$ cat src/sv/mrrc_pkg.sv
// ----------------------------------------------------------------------------
// mrrc_pkg
// Shared types, constants and the CRC-16/MODBUS bit step for the read-reply
// checker.
// ----------------------------------------------------------------------------
package mrrc_pkg;

  localparam int BUFFER_BYTES_DEF = 32;
  localparam int MAX_REGS_DEF     = 16;
  localparam int RESULT_LIMIT     = 13;
  localparam int MIN_FRAME        = 5;

  localparam logic [15:0] CRC_INIT  = 16'hFFFF;
  localparam logic [15:0] CRC_POLY  = 16'hA001;
  localparam logic [7:0]  FUNC_READ = 8'h03;

  // configuration register indexes
  localparam logic REG_SLAVE_ADDR = 1'b0;
  localparam logic REG_QUANTITY   = 1'b1;

  typedef struct packed {
    logic       clear;
    logic       feed;
    logic [7:0] data;
  } crc_ctl_t;

  function automatic logic [15:0] crc_step(input logic [15:0] c);
    crc_step = c[0] ? ((c >> 1) ^ CRC_POLY) : (c >> 1);
  endfunction

endpackage

$ cat src/sv/mrrc_ram.sv
// ----------------------------------------------------------------------------
// mrrc_ram
// Generic single-write, single-read RAM with registered read data.
// ----------------------------------------------------------------------------
module mrrc_ram #(
  parameter int WIDTH = 16,
  parameter int DEPTH = 16,
  parameter int AW    = (DEPTH > 1) ? $clog2(DEPTH) : 1
) (
  input  logic             clk,
  input  logic             we,
  input  logic [AW-1:0]    waddr,
  input  logic [WIDTH-1:0] wdata,
  input  logic             re,
  input  logic [AW-1:0]    raddr,
  output logic [WIDTH-1:0] rdata
);

  logic [WIDTH-1:0] mem [DEPTH];

  always_ff @(posedge clk) begin
    if (we) begin
      mem[waddr] <= wdata;
    end
    if (re) begin
      rdata <= mem[raddr];
    end
  end

endmodule

$ cat src/sv/mrrc_crc.sv
// ----------------------------------------------------------------------------
// mrrc_crc
// Bit-serial CRC-16/MODBUS: a byte is folded in bit by bit, one
// polynomial step per cycle.
// ----------------------------------------------------------------------------
module mrrc_crc (
  input  logic                clk,
  input  logic                rst,
  input  mrrc_pkg::crc_ctl_t  ctl,
  output logic [15:0]         crc,
  output logic                busy
);
  import mrrc_pkg::*;

  logic [2:0] steps;

  always_ff @(posedge clk) begin
    if (rst) begin
      crc   <= CRC_INIT;
      busy  <= 1'b0;
      steps <= '0;
    end else if (ctl.clear) begin
      crc   <= CRC_INIT;
      busy  <= 1'b0;
      steps <= '0;
    end else if (ctl.feed) begin
      // xor in the byte and take the first step at once
      crc   <= crc_step(crc ^ {8'h00, ctl.data});
      busy  <= 1'b1;
      steps <= 3'd1;
    end else if (busy) begin
      crc   <= crc_step(crc);
      steps <= steps + 3'd1;
      if (steps == 3'd7) begin
        busy <= 1'b0;
      end
    end
  end

endmodule

$ cat src/sv/modbus_read_response_checker_core.sv
// ----------------------------------------------------------------------------
// modbus_read_response_checker_core
// Checks one function 0x03 reply byte by byte and streams out its registers,
// or a single failure result, when the frame is closed.
// ----------------------------------------------------------------------------
// Data byte: from the third stored byte on, busy stays high after the transfer
//   while the bit-serial CRC takes one bit per cycle.
// Frame close: a failure result follows in the next cycle; register results
//   start once ST_EMIT is entered (registered read), one per cycle, q in all. start is
//   taken again in the cycle of the last result; results cannot be stalled.
// Reset clears counters, frame state and config (address 1, quantity 1), not the RAM.
module modbus_read_response_checker_core #(
  parameter int BUFFER_BYTES = mrrc_pkg::BUFFER_BYTES_DEF,
  parameter int MAX_REGS     = mrrc_pkg::MAX_REGS_DEF
) (
  input  logic        clk,
  input  logic        rst,
  input  logic        start,
  output logic        busy,
  input  logic [7:0]  rx_byte,
  input  logic        frame_end,
  input  logic        cfg_we,
  input  logic        cfg_index,
  input  logic [7:0]  cfg_data,
  output logic        done,
  output logic        frame_ok,
  output logic [3:0]  reg_index,
  output logic [15:0] reg_value,
  output logic        last_of_frame,
  output logic [31:0] ok_total,
  output logic [31:0] fail_total,
  output logic [7:0]  consec_fail,
  output logic [7:0]  max_consec_fail
);
  import mrrc_pkg::*;

  localparam int CW  = $clog2(BUFFER_BYTES + 1);
  localparam int RAW = (MAX_REGS > 1) ? $clog2(MAX_REGS) : 1;
  localparam int IW  = ((CW > RAW) ? CW : RAW) + 1;

  typedef enum logic [1:0] {
    ST_IDLE = 2'b01,
    ST_EMIT = 2'b10
  } state_t;

  state_t      state;
  logic [7:0]  slave_address;
  logic [3:0]  reg_quantity;
  logic [CW-1:0] byte_count;
  logic [7:0]  pending [2];
  logic [7:0]  header [3];
  logic [7:0]  high_byte_hold;
  logic [3:0]  emit_idx;
  logic [7:0]  run_fail_next;

  crc_ctl_t    crc_ctl;
  logic [15:0] crc_acc;
  logic        crc_busy;

  logic          take;
  logic          take_byte;
  logic          take_end;
  logic [IW-1:0] pos;
  logic [IW-1:0] word_idx;
  logic          ram_we;
  logic          ram_re;
  logic [15:0]   ram_rdata;
  logic          accept;
  logic          emit_last;

  assign busy      = crc_busy || (state == ST_EMIT);
  assign take      = start && !busy;
  assign take_byte = take && !frame_end && (byte_count < CW'(BUFFER_BYTES));
  assign take_end  = take && frame_end;

  assign pos      = IW'(byte_count) - IW'(3);
  assign word_idx = pos >> 1;
  assign ram_we   = take_byte && (byte_count >= CW'(3)) && pos[0] &&
                    (word_idx < IW'(MAX_REGS));
  assign ram_re   = (state == ST_EMIT);
  assign emit_last = (emit_idx == reg_quantity - 4'd1);

  assign crc_ctl.clear = take_end;
  assign crc_ctl.feed  = take_byte && (byte_count >= CW'(2));
  assign crc_ctl.data  = pending[0];

  always_comb begin
    accept = (reg_quantity >= 4'd1) && (32'(reg_quantity) <= RESULT_LIMIT) &&
             (32'(reg_quantity) <= MAX_REGS) &&
             (8'(byte_count) >= 8'(MIN_FRAME)) &&
             (8'(byte_count) >= ({3'b000, reg_quantity, 1'b0} + 8'(MIN_FRAME))) &&
             ({pending[1], pending[0]} == crc_acc) &&
             (header[0] == slave_address) &&
             (header[1] == FUNC_READ) &&
             (header[2] == {3'b000, reg_quantity, 1'b0});
    run_fail_next = (consec_fail == 8'hFF) ? consec_fail : consec_fail + 8'd1;
  end

  mrrc_crc u_crc (
    .clk  (clk),
    .rst  (rst),
    .ctl  (crc_ctl),
    .crc  (crc_acc),
    .busy (crc_busy)
  );

  mrrc_ram #(
    .WIDTH (16),
    .DEPTH (MAX_REGS)
  ) u_word_store (
    .clk   (clk),
    .we    (ram_we),
    .waddr (word_idx[RAW-1:0]),
    .wdata ({high_byte_hold, rx_byte}),
    .re    (ram_re),
    .raddr (RAW'(emit_idx)),
    .rdata (ram_rdata)
  );

  always_ff @(posedge clk) begin
    if (rst) begin
      slave_address <= 8'd1;
      reg_quantity  <= 4'd1;
    end else if (cfg_we) begin
      case (cfg_index)
        REG_SLAVE_ADDR: slave_address <= cfg_data;
        REG_QUANTITY:   reg_quantity  <= cfg_data[3:0];
        default:        ;
      endcase
    end
  end

  // frame assembly
  always_ff @(posedge clk) begin
    if (rst || take_end) begin
      byte_count     <= '0;
      pending[0]     <= '0;
      pending[1]     <= '0;
      header[0]      <= '0;
      header[1]      <= '0;
      header[2]      <= '0;
      high_byte_hold <= '0;
    end else if (take_byte) begin
      if (byte_count >= CW'(2)) begin
        pending[0] <= pending[1];
        pending[1] <= rx_byte;
      end else if (byte_count == CW'(1)) begin
        pending[1] <= rx_byte;
      end else begin
        pending[0] <= rx_byte;
      end
      if (byte_count == CW'(0)) begin
        header[0] <= rx_byte;
      end else if (byte_count == CW'(1)) begin
        header[1] <= rx_byte;
      end else if (byte_count == CW'(2)) begin
        header[2] <= rx_byte;
      end else if (!pos[0]) begin
        high_byte_hold <= rx_byte;
      end
      byte_count <= byte_count + CW'(1);
    end
  end

  // result sequencer and counters
  always_ff @(posedge clk) begin
    if (rst) begin
      state           <= ST_IDLE;
      emit_idx        <= '0;
      done            <= 1'b0;
      frame_ok        <= 1'b0;
      reg_index       <= '0;
      last_of_frame   <= 1'b0;
      ok_total        <= '0;
      fail_total      <= '0;
      consec_fail     <= '0;
      max_consec_fail <= '0;
    end else begin
      done <= 1'b0;
      case (state)
        ST_IDLE: begin
          if (take_end) begin
            if (accept) begin
              ok_total    <= ok_total + 32'd1;
              consec_fail <= '0;
              emit_idx    <= '0;
              state       <= ST_EMIT;
            end else begin
              fail_total    <= fail_total + 32'd1;
              consec_fail   <= run_fail_next;
              if (run_fail_next > max_consec_fail) begin
                max_consec_fail <= run_fail_next;
              end
              done          <= 1'b1;
              frame_ok      <= 1'b0;
              reg_index     <= '0;
              last_of_frame <= 1'b1;
            end
          end
        end
        ST_EMIT: begin
          done          <= 1'b1;
          frame_ok      <= 1'b1;
          reg_index     <= emit_idx;
          last_of_frame <= emit_last;
          emit_idx      <= emit_idx + 4'd1;
          if (emit_last) begin
            state <= ST_IDLE;
          end
        end
        default: state <= ST_IDLE;
      endcase
    end
  end

  assign reg_value = frame_ok ? ram_rdata : 16'h0000;

  a_fail_is_last: assert property (@(posedge clk) disable iff (rst)
    done && !frame_ok |-> last_of_frame)
    else $error("failure transfer not marked last");

  a_results_back_to_back: assert property (@(posedge clk) disable iff (rst)
    done && !last_of_frame |=> done && frame_ok)
    else $error("register transfers not contiguous");

  a_no_crc_during_emit: assert property (@(posedge clk) disable iff (rst)
    state == ST_EMIT |-> !crc_busy && !take)
    else $error("CRC or new item active during result output");

  a_index_in_range: assert property (@(posedge clk) disable iff (rst)
    done && frame_ok |-> reg_index < reg_quantity)
    else $error("register index beyond quantity");

endmodule

$ cat config.mk
export PLATFORM = sky130hd
export DESIGN_NAME = modbus_read_response_checker_core
export DESIGN_NICKNAME = d
export VERILOG_FILES = /design/src/sv/mrrc_pkg.sv /design/src/sv/mrrc_ram.sv /design/src/sv/mrrc_crc.sv /design/src/sv/modbus_read_response_checker_core.sv
export SDC_FILE = /design/constraint.sdc
export NUM_CORES = 1
export LEC_CHECK = 0
export BUFFER_PORTS_ARGS = -buffer_cell sky130_fd_sc_hd__clkbuf_2
export CAP_MARGIN = 15
export CORE_MARGIN = 10
export CORE_UTILIZATION = 60
export DETAILED_ROUTE_END_ITERATION = 10
export GPL_ROUTABILITY_DRIVEN = 1
export PLACE_DENSITY = 0.78
export SKIP_LAST_GASP = 1
export SLEW_MARGIN = 30
export SYNTH_ARGS = -nofsm -noshare
export SYNTH_HDL_FRONTEND = slang
export SYNTH_SLANG_ARGS = --single-unit
export TNS_END_PERCENT = 5
$ cat constraint.sdc
create_clock -name clk -period 4 [get_ports clk]
set_input_delay 0.2 -clock clk [delete_from_list [all_inputs] [get_ports clk]]
set_output_delay 0.2 -clock clk [all_outputs]
set_load 0.005 [all_outputs]
==> run_results.csv <==
group,metric,value,unit
timing,setup_viol,0,
yosys,synth-edff-count,312,
cts,clock_latency,0.56,ns
cells_and_area,nNetsFinal,1608,
grt,grtUsageTotal,23.0,%
timing,fin_tns_setup,0,ns
power,p_leak,7.71,nW
detailed_routing,firstDrtPassIters,5,
cts,hold_buffers,19,
timing,fin_crit_sh,80.8,%
grt,grt_max_degree,93,
detailed_routing,vias,12300,
timing,skew,0.0230,ns
timing,final_hold_viol_count,0,
detailed_routing,met1_length,18100,microns
worst_setup_path,required,4.46,ns
cts,cts_sinks,451,
cells_and_area,finalCoreUtilization,69.6,%
cts,clk_pin_slew,0.07,ns
timing,clock.fmax,310,MHz
detailed_routing,wl_met2,21900,microns
yosys,yosysWarningCount,0,
cts,cts_tree,"done",
timing,setup_ws,0.769,ns
floorplanning,rows,65,
detailed_routing,drt_iter0_markers,1061,
yosys,synth_cell_type_count,66,
cells_and_area,area_growth,14.6,%
detailed_routing,dr_wl_met3,4270,microns
timing,rsz0062_at_grt,"no",
grt,grt_remaining_overflow,0,
yosys,syn_avg_cell_area,13.8,sq um
detailed_routing,post_drt_wl_per_cell,22.8,microns
yosys,synth_area,19100,sq um
yosys,synth-compound-area-share,4.70,%
grt,grt_pass1_vias,12000,
yosys,synthCells,1389,
detailed_routing,dr.max_layer_used,"met4",
place,place.gp.congestion,0.889,
place,dp_slack,0.824,ns
grt,grt_pass1_wl,70400,microns
detailed_routing,drcViolationCount,0,
grt,antenna_found_initial,0,
cts,cts_max_path_buffers,3,
place,io_buffers,125,
floorplanning,ios,126,
yosys,synthSimpleGateAreaFrac,13.1,%
floorplanning,initial_core_util,60.7,%
yosys,async_reset_ff_share,0,%
power,powerDensity,432,nW/um^2
cts,post-cts-setup-buffers,0,
worst_setup_path,cp-end-kind,"flip-flop",
yosys,synth_mux_area_share,10.2,%
timing,slew_violations,0,
floorplanning,fp.dieH,198,microns
yosys,synth_top_family_by_area,"simple AND/OR/NAND/NOR gates",
yosys,synth_fp_nets,1442,
outcome,outcome,"finished clean",
yosys,synth_seq_area_share,63.6,%
detailed_routing,antenna_left,0,
timing,tightest_slew,0.970,ns
cells_and_area,final_cell_mix,"edfxtp_1 (312), dfxtp_1 (137), clkbuf_2 (124)",
worst_setup_path,critPathMaxFanout,9,
yosys,ys.flop_type,"edfxtp_1",
cts,cts_buffers,44,
cts,cts_max_level,2,
yosys,synth-adder-area-share,2.03,%
power,ir_drop,0.382,mV
cells_and_area,mostFrequentLayoutCell,"edfxtp_1",
floorplanning,core_region_area,31500,sq um
timing,relSlewSlack,35.4,%
cells_and_area,drive_gt1_share,21.8,%
cells_and_area,num_antenna_cells,0,
cts,cts_resized,0,
detailed_routing,routed_wl,45400,microns
worst_setup_path,start_kind,"flip-flop",
place,dpl.hpwl,28000,microns
detailed_routing,vias_per_cell,6.19,
floorplanning,fp.dieW,198,microns
run,max_cap_violations,0,
hold_path,min_path_type,"input pin to flip-flop",
floorplanning,dieArea,39400,sq um
yosys,synth_xor_area_share,4.12,%
cts,root_buffer,"clkbuf_16",
worst_setup_path,cp.arrival,3.69,ns
worst_setup_path,crit_type,"flip-flop to flip-flop",
timing,finalCriticalPeriod,3.23,ns
yosys,synth_seq_cells,451,
==> power by group <==
part | switching [mW] | total, mW | internal [mW]
Combinational | 0.211 | 0.324 | 0.113
Clock | 1.75 | 4.09 | 2.33
Sequential | 0.0431 | 5.05 | 5.01
==> logic make-up after synthesis <==
group,after synthesis
muxes,94
adders and majority gates,31
buffers and inverters,102
xor gates and xnor gates,90
DFF,451
and+or+nand+nor,475
AOI/OAI and AO/OA,146
==> Yosys cell counts (3+ instances only) <==
cell type	number	area [sq um]
nand4_1	26	163
nor3_1	36	180
nand3b_1	5	37.5
xnor2_1	80	701
xor2_1	10	87.6
or4_1	5	37.5
nor2b_1	5	31.3
nor2_2	5	31.3
mux2i_1	12	120
dfxtp_1	139	2780
clkbuf_1	40	150
buf_1	6	22.5
a21oi_1	69	345
a21o_1	4	30.0
nand2b_1	8	50.1
nor2_1	104	390
mux4_2	80	1800
o21a_1	4	30.0
buf_2	13	65.1
nor4_1	10	62.6
and4_1	6	52.6
a31oi_1	4	25.0
nand3_1	56	280
and3_1	18	113
or3_1	15	93.8
inv_1	39	146
a22o_1	8	70.1
a22oi_1	3	22.5
nor4_2	10	125
o221ai_1	7	61.3
ha_1	31	388
o21ai_0	28	140
and2_1	36	225
o31ai_1	6	45.0
nand2_1	109	409
edfxtp_1	312	9370
==> metrics by stage <==
step / area, sq um / hold WS [ns] / power (mW) / std cells
floorplan: 19100 / 0.299 / 5.33 / 1389
finish: 21900 / 0.183 / 9.46 / 1993
detailed placement: 20300 / 0.438 / 5.45 / 1892
global route: 21900 / 0.196 / 9.74 / 1993
CTS: 21900 / 0.157 / 9.51 / 1993
global placement: 20300 / 0.429 / 5.44 / 1892
==> metal layers <==
| metal | vias to the layer above | global-route usage (%) |
|---|---|---|
| met1 | 6132 | 30.6 |
| met5 | - | 0 |
| met3 | 88 | 5.41 |
| li1 | 5547 | - |
| met2 | 573 | 37.4 |
| met4 | 0 | 6.39 |
==> worst max-delay path: stages (launching register included) <==
cell     delay [ns]
dfxtp_1        0.45
ha_1           0.22
and2_1         0.23
nand3_1        0.22
mux2_2         0.36
ha_1           0.29
nor2b_1        0.13
o21a_1         0.15
o21ai_0        0.16
a21oi_1        0.11
o22ai_1        0.48
o21ai_0        0.16
a21oi_1        0.17
==> flip-flops by register name, summed over array words and instances, names as in the netlist <==
| register | flops |
|---|---|
| fail_total | 32 |
| u_crc.crc | 16 |
| reg_index | 4 |
| u_word_store.mem | 256 |
| high_byte_hold | 8 |
| state | 2 |
| pending | 16 |
| max_consec_fail | 8 |
| done | 1 |
| reg_quantity | 4 |
| u_crc.busy | 1 |
| frame_ok | 1 |
| byte_count | 6 |
| emit_idx | 4 |
| u_crc.steps | 3 |
| last_of_frame | 1 |
| slave_address | 8 |
| u_word_store.rdata | 16 |
| ok_total | 32 |
| consec_fail | 8 |
| header | 24 |
==> final cells by class <==
type / count / area, sq um
Timing Repair Buffer: 183 / 1140
Sequential cell: 451 / 12200
Multi-Input combinational cell: 836 / 6530
Inverter: 39 / 146
Clock inverter: 28 / 273
Clock buffer: 54 / 1160
Fill cell: 2069 / 9570
Tap cell: 402 / 503
==> final timing paths <==
kind | end | start | slack [ns] | cells past startpoint
worst max-delay path | max_consec_fail[6] | consec_fail[0] | 0.77 | 12
worst min-delay path | u_word_store.mem[15][5] | rx_byte[5] | 0.18 | 1
worst max register to register | max_consec_fail[6] | consec_fail[0] | 0.77 | 12
worst min register to register | slave_address[1] | slave_address[1] | 0.47 | 2
(Power assumes the default switching activity.)
